File: src/sv/nrsz_pkg.sv
`default_nettype none

package nrsz_pkg;

  // Configuration register indexes.
  typedef enum logic [1:0] {
    CFG_COEFF_BITS    = 2'd0,
    CFG_COEFF_COUNT   = 2'd1,
    CFG_MODULUS       = 2'd2,
    CFG_PAYLOAD_BYTES = 2'd3
  } cfg_idx_e;

  // Register values after reset.
  localparam logic [4:0]  RST_COEFF_BITS    = 5'd11;
  localparam logic [10:0] RST_COEFF_COUNT   = 11'd509;
  localparam logic [16:0] RST_MODULUS       = 17'd2048;
  localparam logic [11:0] RST_PAYLOAD_BYTES = 12'd699;

  localparam logic [4:0]  MIN_COEFF_BITS = 5'd8;
  localparam logic [11:0] BYTES_SAT      = 12'hFFF;

  // Result queue depth; a byte can push two results at once.
  localparam int unsigned QDEPTH = 4;
  localparam int unsigned QPTRW  = $clog2(QDEPTH);

  typedef struct packed {
    logic [15:0] coefficient;
    logic        coeff_last;
    logic        status;
  } result_t;

  // Results produced by one byte, in order r0 then r1.
  typedef struct packed {
    logic [1:0] n;
    result_t    r0;
    result_t    r1;
  } push_t;

endpackage

`default_nettype wire

File: src/sv/ntru_rq_sum_zero_unpacker.sv
`default_nettype none

// Channel   Dir  Handshake              Payload
// s_axis    in   tvalid / tready        tdata[7:0] data_byte, tlast last_byte
// m_axis    out  tvalid / tready        tdata[15:0] coefficient, tlast coeff_last,
//                                       tuser status
// cfg       in   cfg_valid_i / cfg_ready_o  cfg_index_i register, cfg_data_i value
//
// A byte is decoded in the cycle of its transfer: bit buffer, coefficient extraction,
// running sum and final coefficient settle between the state registers and a four-entry
// result queue, and the first result of a byte can transfer at the next clock edge.
// Input ready is high while the queue holds two results or fewer; it drops when the
// consumer stalls, or when bytes that each yield two results outrun one output per cycle.
// Reset (asynchronous, active low) restores the defaults; config is always accepted.

module ntru_rq_sum_zero_unpacker #(
  parameter int unsigned MAX_COEFFS     = 1024,
  parameter int unsigned MAX_COEFF_BITS = 16
) (
  input  wire logic        clk_i,
  input  wire logic        rst_ni,
  // Input byte stream.
  input  wire logic        s_axis_tvalid,
  output logic             s_axis_tready,
  input  wire logic [7:0]  s_axis_tdata,   // [7:0] data_byte
  input  wire logic        s_axis_tlast,   // last_byte
  // Coefficient stream.
  output logic             m_axis_tvalid,
  input  wire logic        m_axis_tready,
  output logic [15:0]      m_axis_tdata,   // [15:0] coefficient
  output logic             m_axis_tlast,   // coeff_last
  output logic             m_axis_tuser,   // status
  // Configuration writes.
  input  wire logic        cfg_valid_i,
  output logic             cfg_ready_o,
  input  wire logic [1:0]  cfg_index_i,
  input  wire logic [16:0] cfg_data_i
);

  // The buffer holds up to a coefficient less one bit plus a fresh byte.
  localparam int unsigned BufW  = MAX_COEFF_BITS + 7;
  localparam int unsigned HeldW = $clog2(BufW + 1);
  localparam int unsigned IdxW  = $clog2(MAX_COEFFS);
  localparam logic [4:0]  MaxW  = 5'(MAX_COEFF_BITS);
  localparam logic [12:0] MaxN  = 13'(MAX_COEFFS);

  // Configuration registers.
  logic [4:0]  coeff_bits_q;
  logic [10:0] coeff_count_q;
  logic [16:0] modulus_q;
  logic [11:0] payload_bytes_q;

  // Decoder state.
  logic [BufW-1:0]  buf_q, buf_d;
  logic [HeldW-1:0] held_q, held_d;
  logic [IdxW-1:0]  idx_q, idx_d;
  logic [11:0]      bytes_seen_q, bytes_seen_d;
  logic [15:0]      sum_q, sum_d;
  logic             finished_q, finished_d;

  // Work signals.
  logic             in_xfer;
  logic             room2;
  logic [4:0]       width;
  logic [12:0]      cnt_cap;
  logic [IdxW-1:0]  target;
  logic [11:0]      byte_count;
  logic [BufW-1:0]  buf_new;
  logic [HeldW-1:0] held_new;
  logic [15:0]      raw_coeff;
  logic [16:0]      red_coeff;
  logic [16:0]      sum_wide;
  logic [15:0]      final_coeff;
  logic             fin_now;
  nrsz_pkg::push_t  push;
  nrsz_pkg::result_t head;

  assign cfg_ready_o   = 1'b1;
  assign s_axis_tready = room2;
  assign in_xfer       = s_axis_tvalid && room2;

  always_ff @(posedge clk_i or negedge rst_ni) begin
    if (!rst_ni) begin
      coeff_bits_q    <= nrsz_pkg::RST_COEFF_BITS;
      coeff_count_q   <= nrsz_pkg::RST_COEFF_COUNT;
      modulus_q       <= nrsz_pkg::RST_MODULUS;
      payload_bytes_q <= nrsz_pkg::RST_PAYLOAD_BYTES;
    end else if (cfg_valid_i) begin
      case (nrsz_pkg::cfg_idx_e'(cfg_index_i))
        nrsz_pkg::CFG_COEFF_BITS:    coeff_bits_q    <= cfg_data_i[4:0];
        nrsz_pkg::CFG_COEFF_COUNT:   coeff_count_q   <= cfg_data_i[10:0];
        nrsz_pkg::CFG_MODULUS:       modulus_q       <= cfg_data_i;
        nrsz_pkg::CFG_PAYLOAD_BYTES: payload_bytes_q <= cfg_data_i[11:0];
        default: ;
      endcase
    end
  end

  // Effective coefficient width and the index of the final coefficient.
  always_comb begin
    if (coeff_bits_q < nrsz_pkg::MIN_COEFF_BITS) begin
      width = nrsz_pkg::MIN_COEFF_BITS;
    end else if (coeff_bits_q > MaxW) begin
      width = MaxW;
    end else begin
      width = coeff_bits_q;
    end
    cnt_cap = ({2'b00, coeff_count_q} > MaxN) ? MaxN : {2'b00, coeff_count_q};
    target  = (cnt_cap == '0) ? '0 : IdxW'(cnt_cap - 13'd1);
  end

  always_comb begin
    buf_d        = buf_q;
    held_d       = held_q;
    idx_d        = idx_q;
    bytes_seen_d = bytes_seen_q;
    sum_d        = sum_q;
    finished_d   = finished_q;
    push         = '0;

    byte_count = (bytes_seen_q < nrsz_pkg::BYTES_SAT) ? bytes_seen_q + 12'd1
                                                      : nrsz_pkg::BYTES_SAT;
    buf_new   = buf_q | (BufW'(s_axis_tdata) << held_q);
    held_new  = held_q + HeldW'(8);
    raw_coeff = 16'(buf_new) & (16'hFFFF >> (5'd16 - width));
    red_coeff = ({1'b0, raw_coeff} >= modulus_q) ? {1'b0, raw_coeff} - modulus_q
                                                 : {1'b0, raw_coeff};
    sum_wide  = {1'b0, sum_q} + red_coeff;
    if (sum_wide >= modulus_q) begin
      sum_wide = sum_wide - modulus_q;
    end
    final_coeff = '0;
    fin_now     = 1'b0;

    if (in_xfer) begin
      if (finished_q && !s_axis_tlast) begin
        // Trailing bytes after the polynomial are dropped.
      end else if (s_axis_tlast && (byte_count < payload_bytes_q)) begin
        push.n  = 2'd1;
        push.r0 = '{coefficient: 16'd0, coeff_last: 1'b1, status: 1'b1};
        buf_d        = '0;
        held_d       = '0;
        idx_d        = '0;
        bytes_seen_d = '0;
        sum_d        = '0;
        finished_d   = 1'b0;
      end else begin
        fin_now = finished_q;
        if (!finished_q) begin
          buf_d  = buf_new;
          held_d = held_new;
          if ((idx_q < target) && (held_new >= HeldW'(width))) begin
            buf_d   = buf_new >> width;
            held_d  = held_new - HeldW'(width);
            push.n  = 2'd1;
            push.r0 = '{coefficient: raw_coeff, coeff_last: 1'b0, status: 1'b0};
            sum_d   = sum_wide[15:0];
            idx_d   = idx_q + 1'b1;
          end
          if (idx_d >= target) begin
            final_coeff = (sum_d == '0) ? 16'd0 : 16'(modulus_q - {1'b0, sum_d});
            if (push.n == 2'd0) begin
              push.r0 = '{coefficient: final_coeff, coeff_last: 1'b1, status: 1'b0};
            end else begin
              push.r1 = '{coefficient: final_coeff, coeff_last: 1'b1, status: 1'b0};
            end
            push.n     = push.n + 2'd1;
            fin_now    = 1'b1;
            finished_d = 1'b1;
          end
        end
        if (s_axis_tlast) begin
          // Stream ended before the final coefficient: append an error.
          if (!fin_now) begin
            if (push.n == 2'd0) begin
              push.r0 = '{coefficient: 16'd0, coeff_last: 1'b1, status: 1'b1};
            end else begin
              push.r1 = '{coefficient: 16'd0, coeff_last: 1'b1, status: 1'b1};
            end
            push.n = push.n + 2'd1;
          end
          buf_d        = '0;
          held_d       = '0;
          idx_d        = '0;
          bytes_seen_d = '0;
          sum_d        = '0;
          finished_d   = 1'b0;
        end else begin
          bytes_seen_d = byte_count;
        end
      end
    end
  end

  always_ff @(posedge clk_i or negedge rst_ni) begin
    if (!rst_ni) begin
      buf_q        <= '0;
      held_q       <= '0;
      idx_q        <= '0;
      bytes_seen_q <= '0;
      sum_q        <= '0;
      finished_q   <= 1'b0;
    end else begin
      buf_q        <= buf_d;
      held_q       <= held_d;
      idx_q        <= idx_d;
      bytes_seen_q <= bytes_seen_d;
      sum_q        <= sum_d;
      finished_q   <= finished_d;
    end
  end

  nrsz_result_q u_result_q (
    .clk_i   (clk_i),
    .rst_ni  (rst_ni),
    .push_i  (push),
    .pop_i   (m_axis_tready),
    .head_o  (head),
    .valid_o (m_axis_tvalid),
    .room2_o (room2)
  );

  assign m_axis_tdata = head.coefficient;
  assign m_axis_tlast = head.coeff_last;
  assign m_axis_tuser = head.status;

  // A byte after completion that is not the last one yields no result.
  assert property (@(posedge clk_i) disable iff (!rst_ni)
    (in_xfer && finished_q && !s_axis_tlast) |-> (push.n == 2'd0))
    else $error("result pushed for a byte after completion");

  // When two results come from one byte, the second always closes the frame.
  assert property (@(posedge clk_i) disable iff (!rst_ni)
    (push.n == 2'd2) |-> (push.r1.coeff_last && !push.r0.coeff_last))
    else $error("second result of a byte does not end the frame");

  // A last byte rearms the decoder.
  assert property (@(posedge clk_i) disable iff (!rst_ni)
    (in_xfer && s_axis_tlast) |=> (bytes_seen_q == '0 && !finished_q && idx_q == '0))
    else $error("decoder not rearmed after last byte");

  // Nothing is pushed without an accepted byte.
  assert property (@(posedge clk_i) disable iff (!rst_ni)
    !in_xfer |-> (push.n == 2'd0))
    else $error("result pushed without an input transfer");

endmodule

`default_nettype wire

File: src/sv/nrsz_result_q.sv
`default_nettype none

module nrsz_result_q (
  input  wire logic            clk_i,
  input  wire logic            rst_ni,
  input  wire nrsz_pkg::push_t push_i,
  input  wire logic            pop_i,
  output nrsz_pkg::result_t    head_o,
  output logic                 valid_o,
  output logic                 room2_o
);

  localparam int unsigned CntW = nrsz_pkg::QPTRW + 1;

  nrsz_pkg::result_t                 mem_q [nrsz_pkg::QDEPTH];
  logic [nrsz_pkg::QPTRW-1:0]        wr_ptr_q, wr_ptr_d;
  logic [nrsz_pkg::QPTRW-1:0]        rd_ptr_q, rd_ptr_d;
  logic [CntW-1:0]                   count_q, count_d;
  logic [nrsz_pkg::QPTRW-1:0]        wr_ptr_p1;
  logic                              do_pop;

  assign valid_o   = (count_q != '0);
  assign room2_o   = (count_q <= CntW'(nrsz_pkg::QDEPTH - 2));
  assign head_o    = mem_q[rd_ptr_q];
  assign do_pop    = pop_i && valid_o;
  assign wr_ptr_p1 = wr_ptr_q + 1'b1;

  always_comb begin
    wr_ptr_d = wr_ptr_q + push_i.n[nrsz_pkg::QPTRW-1:0];
    rd_ptr_d = rd_ptr_q + {{(nrsz_pkg::QPTRW-1){1'b0}}, do_pop};
    count_d  = count_q + CntW'(push_i.n) - CntW'(do_pop);
  end

  always_ff @(posedge clk_i or negedge rst_ni) begin
    if (!rst_ni) begin
      wr_ptr_q <= '0;
      rd_ptr_q <= '0;
      count_q  <= '0;
    end else begin
      wr_ptr_q <= wr_ptr_d;
      rd_ptr_q <= rd_ptr_d;
      count_q  <= count_d;
    end
  end

  always_ff @(posedge clk_i) begin
    if (push_i.n != 2'd0) begin
      mem_q[wr_ptr_q] <= push_i.r0;
    end
    if (push_i.n == 2'd2) begin
      mem_q[wr_ptr_p1] <= push_i.r1;
    end
  end

endmodule

`default_nettype wire

File: config.mk
export PLATFORM = sky130hd
export DESIGN_NAME = ntru_rq_sum_zero_unpacker
export DESIGN_NICKNAME = d
export VERILOG_FILES = /design/src/sv/nrsz_pkg.sv /design/src/sv/ntru_rq_sum_zero_unpacker.sv /design/src/sv/nrsz_result_q.sv
export SDC_FILE = /design/constraint.sdc
export NUM_CORES = 1
export LEC_CHECK = 0
export ABC_CLOCK_PERIOD_IN_PS = 14200
export BUFFER_PORTS_ARGS = -buffer_cell sky130_fd_sc_hd__buf_2
export CORE_ASPECT_RATIO = 0.6
export CORE_MARGIN = 3
export CORE_UTILIZATION = 55
export CTS_CLUSTER_DIAMETER = 150
export DETAILED_ROUTE_END_ITERATION = 10
export PLACE_DENSITY = 0.79
export REMOVE_ABC_BUFFERS = 1
export SETUP_SLACK_MARGIN = 0.15
export SYNTH_ARGS = -nofsm -noshare
export SYNTH_HDL_FRONTEND = slang
export SYNTH_SLANG_ARGS = --single-unit
File: constraint.sdc
create_clock -name clk_i -period 14.2 [get_ports clk_i]
set_input_delay 0.71 -clock clk_i [delete_from_list [all_inputs] [get_ports clk_i]]
set_output_delay 0.71 -clock clk_i [all_outputs]
set_load 0.01 [all_outputs]
==> impl_metrics.env <==
export IMPL_drt_pass1_iterations=6
export IMPL_final_cell_mix="175 x nand2_1, 116 x nor2_1, 107 x o21ai_0, 107 x ha_1"
export IMPL_async_flop_share_pct=62.3
export IMPL_yosysWarnings=0
export IMPL_gp_congestion=1.02
export IMPL_synth_area_um2=14800
export IMPL_min_period_ns=13.10
export IMPL_grtUsageMet2_pct=42.0
export IMPL_grt_overflow=0
export IMPL_vias=13400
export IMPL_crit_path_top_delay_cell="dfrtp_4"
export IMPL_rsz0062_at_grt="no"
export IMPL_max_cap_violations=0
export IMPL_clock_sinks=191
export IMPL_core_area_um2=25900
export IMPL_stdcell_count=2019
export IMPL_grt_use_total_pct=32.2
export IMPL_seq_area_frac_synth_pct=34.8
export IMPL_worstSetupPathType="register to register"
export IMPL_synthDistinctLibCells=90
export IMPL_synth_edf_count=72
export IMPL_drv_slew=0
export IMPL_die_y_um=133
export IMPL_synth_ff_type="dfrtp_1"
export IMPL_grt_pass1_vias=12400
export IMPL_n_antenna_cell=0
export IMPL_portBuffers=52
export IMPL_setup_viol=0
export IMPL_worstPathMaxFanout=20
export IMPL_clk_pin_slew_ns=0.08
export IMPL_grt_pass1_wl_um=72400
export IMPL_syn_inst=1628
export IMPL_nFillCells=2208
export IMPL_insertion_delay_ns=0.48
export IMPL_area_growth_pct=8.82
export IMPL_grt_antenna_before_repair=0
export IMPL_grt_max_degree=73
export IMPL_vias_per_cell=6.62
export IMPL_hold_viol=0
export IMPL_final_setup_tns_ns=0
export IMPL_cts_made_buffers=17
export IMPL_final_common_cell="nand2_1"
export IMPL_ios=54
export IMPL_finalCritPeriodShare_pct=92.3
export IMPL_fin_skew_ns=0.0113
export IMPL_cts_buffer_depth=2
export IMPL_wire_per_inst_um=23.0
export IMPL_place_inst=1984
export IMPL_syn_mean_instance_area_um2=9.10
export IMPL_row_count=45
export IMPL_final_antenna_net_count=0
export IMPL_worstSetupStartpointType="register"
export IMPL_worstReg2RegStart="coeff_bits_q[4]"
export IMPL_die_w_um=218
export IMPL_drt_iter0_drc=1683
export IMPL_routed_wl_um=46400
export IMPL_fin_nets=1800
export IMPL_htree_levels=4
export IMPL_fmax_ghz=0.0763
export IMPL_worstMarginPinSlew_ns=1.14
export IMPL_grt_most_used_layer="met1"
export IMPL_cp_startpoint="coeff_bits_q[4]"
export IMPL_met1_usage_pct=50.9
export IMPL_drcViolationCount=0
export IMPL_die_area_um2=29000
export IMPL_outcome="complete, no violations"
export IMPL_grt_util_met3_pct=11.4
export IMPL_root_buffer="clkbuf_16"
export IMPL_detailed_place_hpwl_um=35000
export IMPL_crit_path_end_kind="register"
export IMPL_ys_ff_latch=191
export IMPL_arrival_ns=13.30
export IMPL_cpPeakStageDelay_ns=0.59
export IMPL_drive_gt1_share_pct=14.4
export IMPL_start_util_pct=57.2
export IMPL_slew_headroom_pct=23.6
export IMPL_hold_path_class="input port to async pin"
export IMPL_worstPathRequired_ns=14.39
export IMPL_cts_tree="done"
## Yosys cell counts (8+ instances only)
library cell  instances  area [µm²]
and2_1               16         100
a211oi_1             22         165
nor2_1              116         435
inv_1                78         293
dfrtp_1             100        2500
and3_1               12        75.1
dfstp_2              19         499
nor4_1                9        56.3
clkbuf_1             54         203
or3_1                13        81.3
a21o_1               31         233
o21ai_0             109         546
mux2_2               52         586
mux4_2               19         428
o21a_1               22         165
ha_1                107        1340
nor3_1               36         180
nand3_1              42         210
nand2b_1             20         125
a21oi_1              99         495
nor2b_1              20         125
xnor2_1              48         420
nand2_1             175         657
mux2i_1              22         220
edfxtp_1             72        2160
a22o_1               24         210
a22oi_1               9        67.6
o22ai_1              67         419
a31oi_1              11        68.8
xor2_1               23         201
or2_2                 8        50.1
nand4_1              23         144
## path summary, 6_finish.rpt
check / slack [ns] / depth (start not counted) / to
max in group asynchronous: 12.45 / 2 / coeff_bits_q[4]
max: 1.10 / 55 / u_result_q.mem_q[0][14]
min: 0.27 / 1 / buf_q[9]
min reg2reg: 0.50 / 2 / buf_q[18]
max reg2reg: 1.10 / 55 / u_result_q.mem_q[0][14]
min in group clk_i: 0.47 / 2 / modulus_q[12]
## critical path: cells and delay by family (launching register included)
family | cells | cell delay [ns]
AOI/OAI and AO/OA | 25 | 5.05
adders and majority gates | 11 | 3.21
and+or+nand+nor | 12 | 3.00
DFF | 1 | 0.59
buffers and inverters | 5 | 0.46
xor gates and xnor gates | 2 | 0.44
## layout make-up
type | count | area (µm²) | share of cell area (%)
sequential | 191 | 5170 | 32.0
clock inverter | 14 | 194 | 1.20
inverter | 81 | 304 | 1.89
timing repair buffer | 73 | 420 | 2.61
clock buffer | 18 | 439 | 2.72
multi-input combinational | 1290 | 9160 | 56.8
tap | 352 | 440 | 2.73
## flip-flops by register name, summed over array words and instances, names as in the netlist
| register | count |
|---|---|
| u_result_q.mem_q | 72 |
| coeff_bits_q | 5 |
| u_result_q.wr_ptr_q | 2 |
| u_result_q.rd_ptr_q | 2 |
| held_q | 5 |
| modulus_q | 17 |
| payload_bytes_q | 12 |
| finished_q | 1 |
| idx_q | 10 |
| buf_q | 23 |
| coeff_count_q | 11 |
| sum_q | 16 |
| bytes_seen_q | 12 |
| u_result_q.count_q | 3 |
## metrics by stage
stage / util [%] / worst slack (ns) / hold WS (ns) / cell area [µm²]
after floorplan: - / 1.79 / 0.414 / 14600
after global routing: 62.3 / 0.0909 / 0.305 / 16100
after CTS: 62.0 / 0.630 / 0.280 / 16000
after detailed placement: 59.5 / 0.738 / 0.477 / 15400
final: 62.3 / 1.10 / 0.267 / 16100
after global placement: 59.5 / 1.13 / 0.465 / 15400
## cell families (layout without fill, tap and decap cells)
| logic type | after synthesis | in the layout | share of synthesized area [%] |
|---|---|---|---|
| multiplexers | 93 | 93 | 8.32 |
| XOR/XNOR | 71 | 71 | 4.20 |
| buffers and inverters | 147 | 186 | 3.86 |
| AND/OR/NAND/NOR | 510 | 510 | 16.4 |
| AO/OA/AOI/OAI | 494 | 494 | 21.9 |
| adder cells (fa/ha/maj) | 121 | 121 | 10.4 |
| flip-flops | 191 | 191 | 34.8 |
| other | 1 | 1 | 0.0253 |
## routing by layer
layer,vias up,part of all wire (%)
met5,-,0
met4,0,1.3
met3,53,13
met2,729,39
met1,6439,47
li1,6147,-
## what timing repair did
item                                   4_1_cts  5_1_grt
setup buffers                                0        3
endpoints found under the hold margin        0        0
hold buffers                                 0        0
resized for setup                            0       13
setup endpoints to repair                    0       64
Power is not shown: default switching activity piles up to over one toggle a cycle in this logic, so the estimate is an artifact.
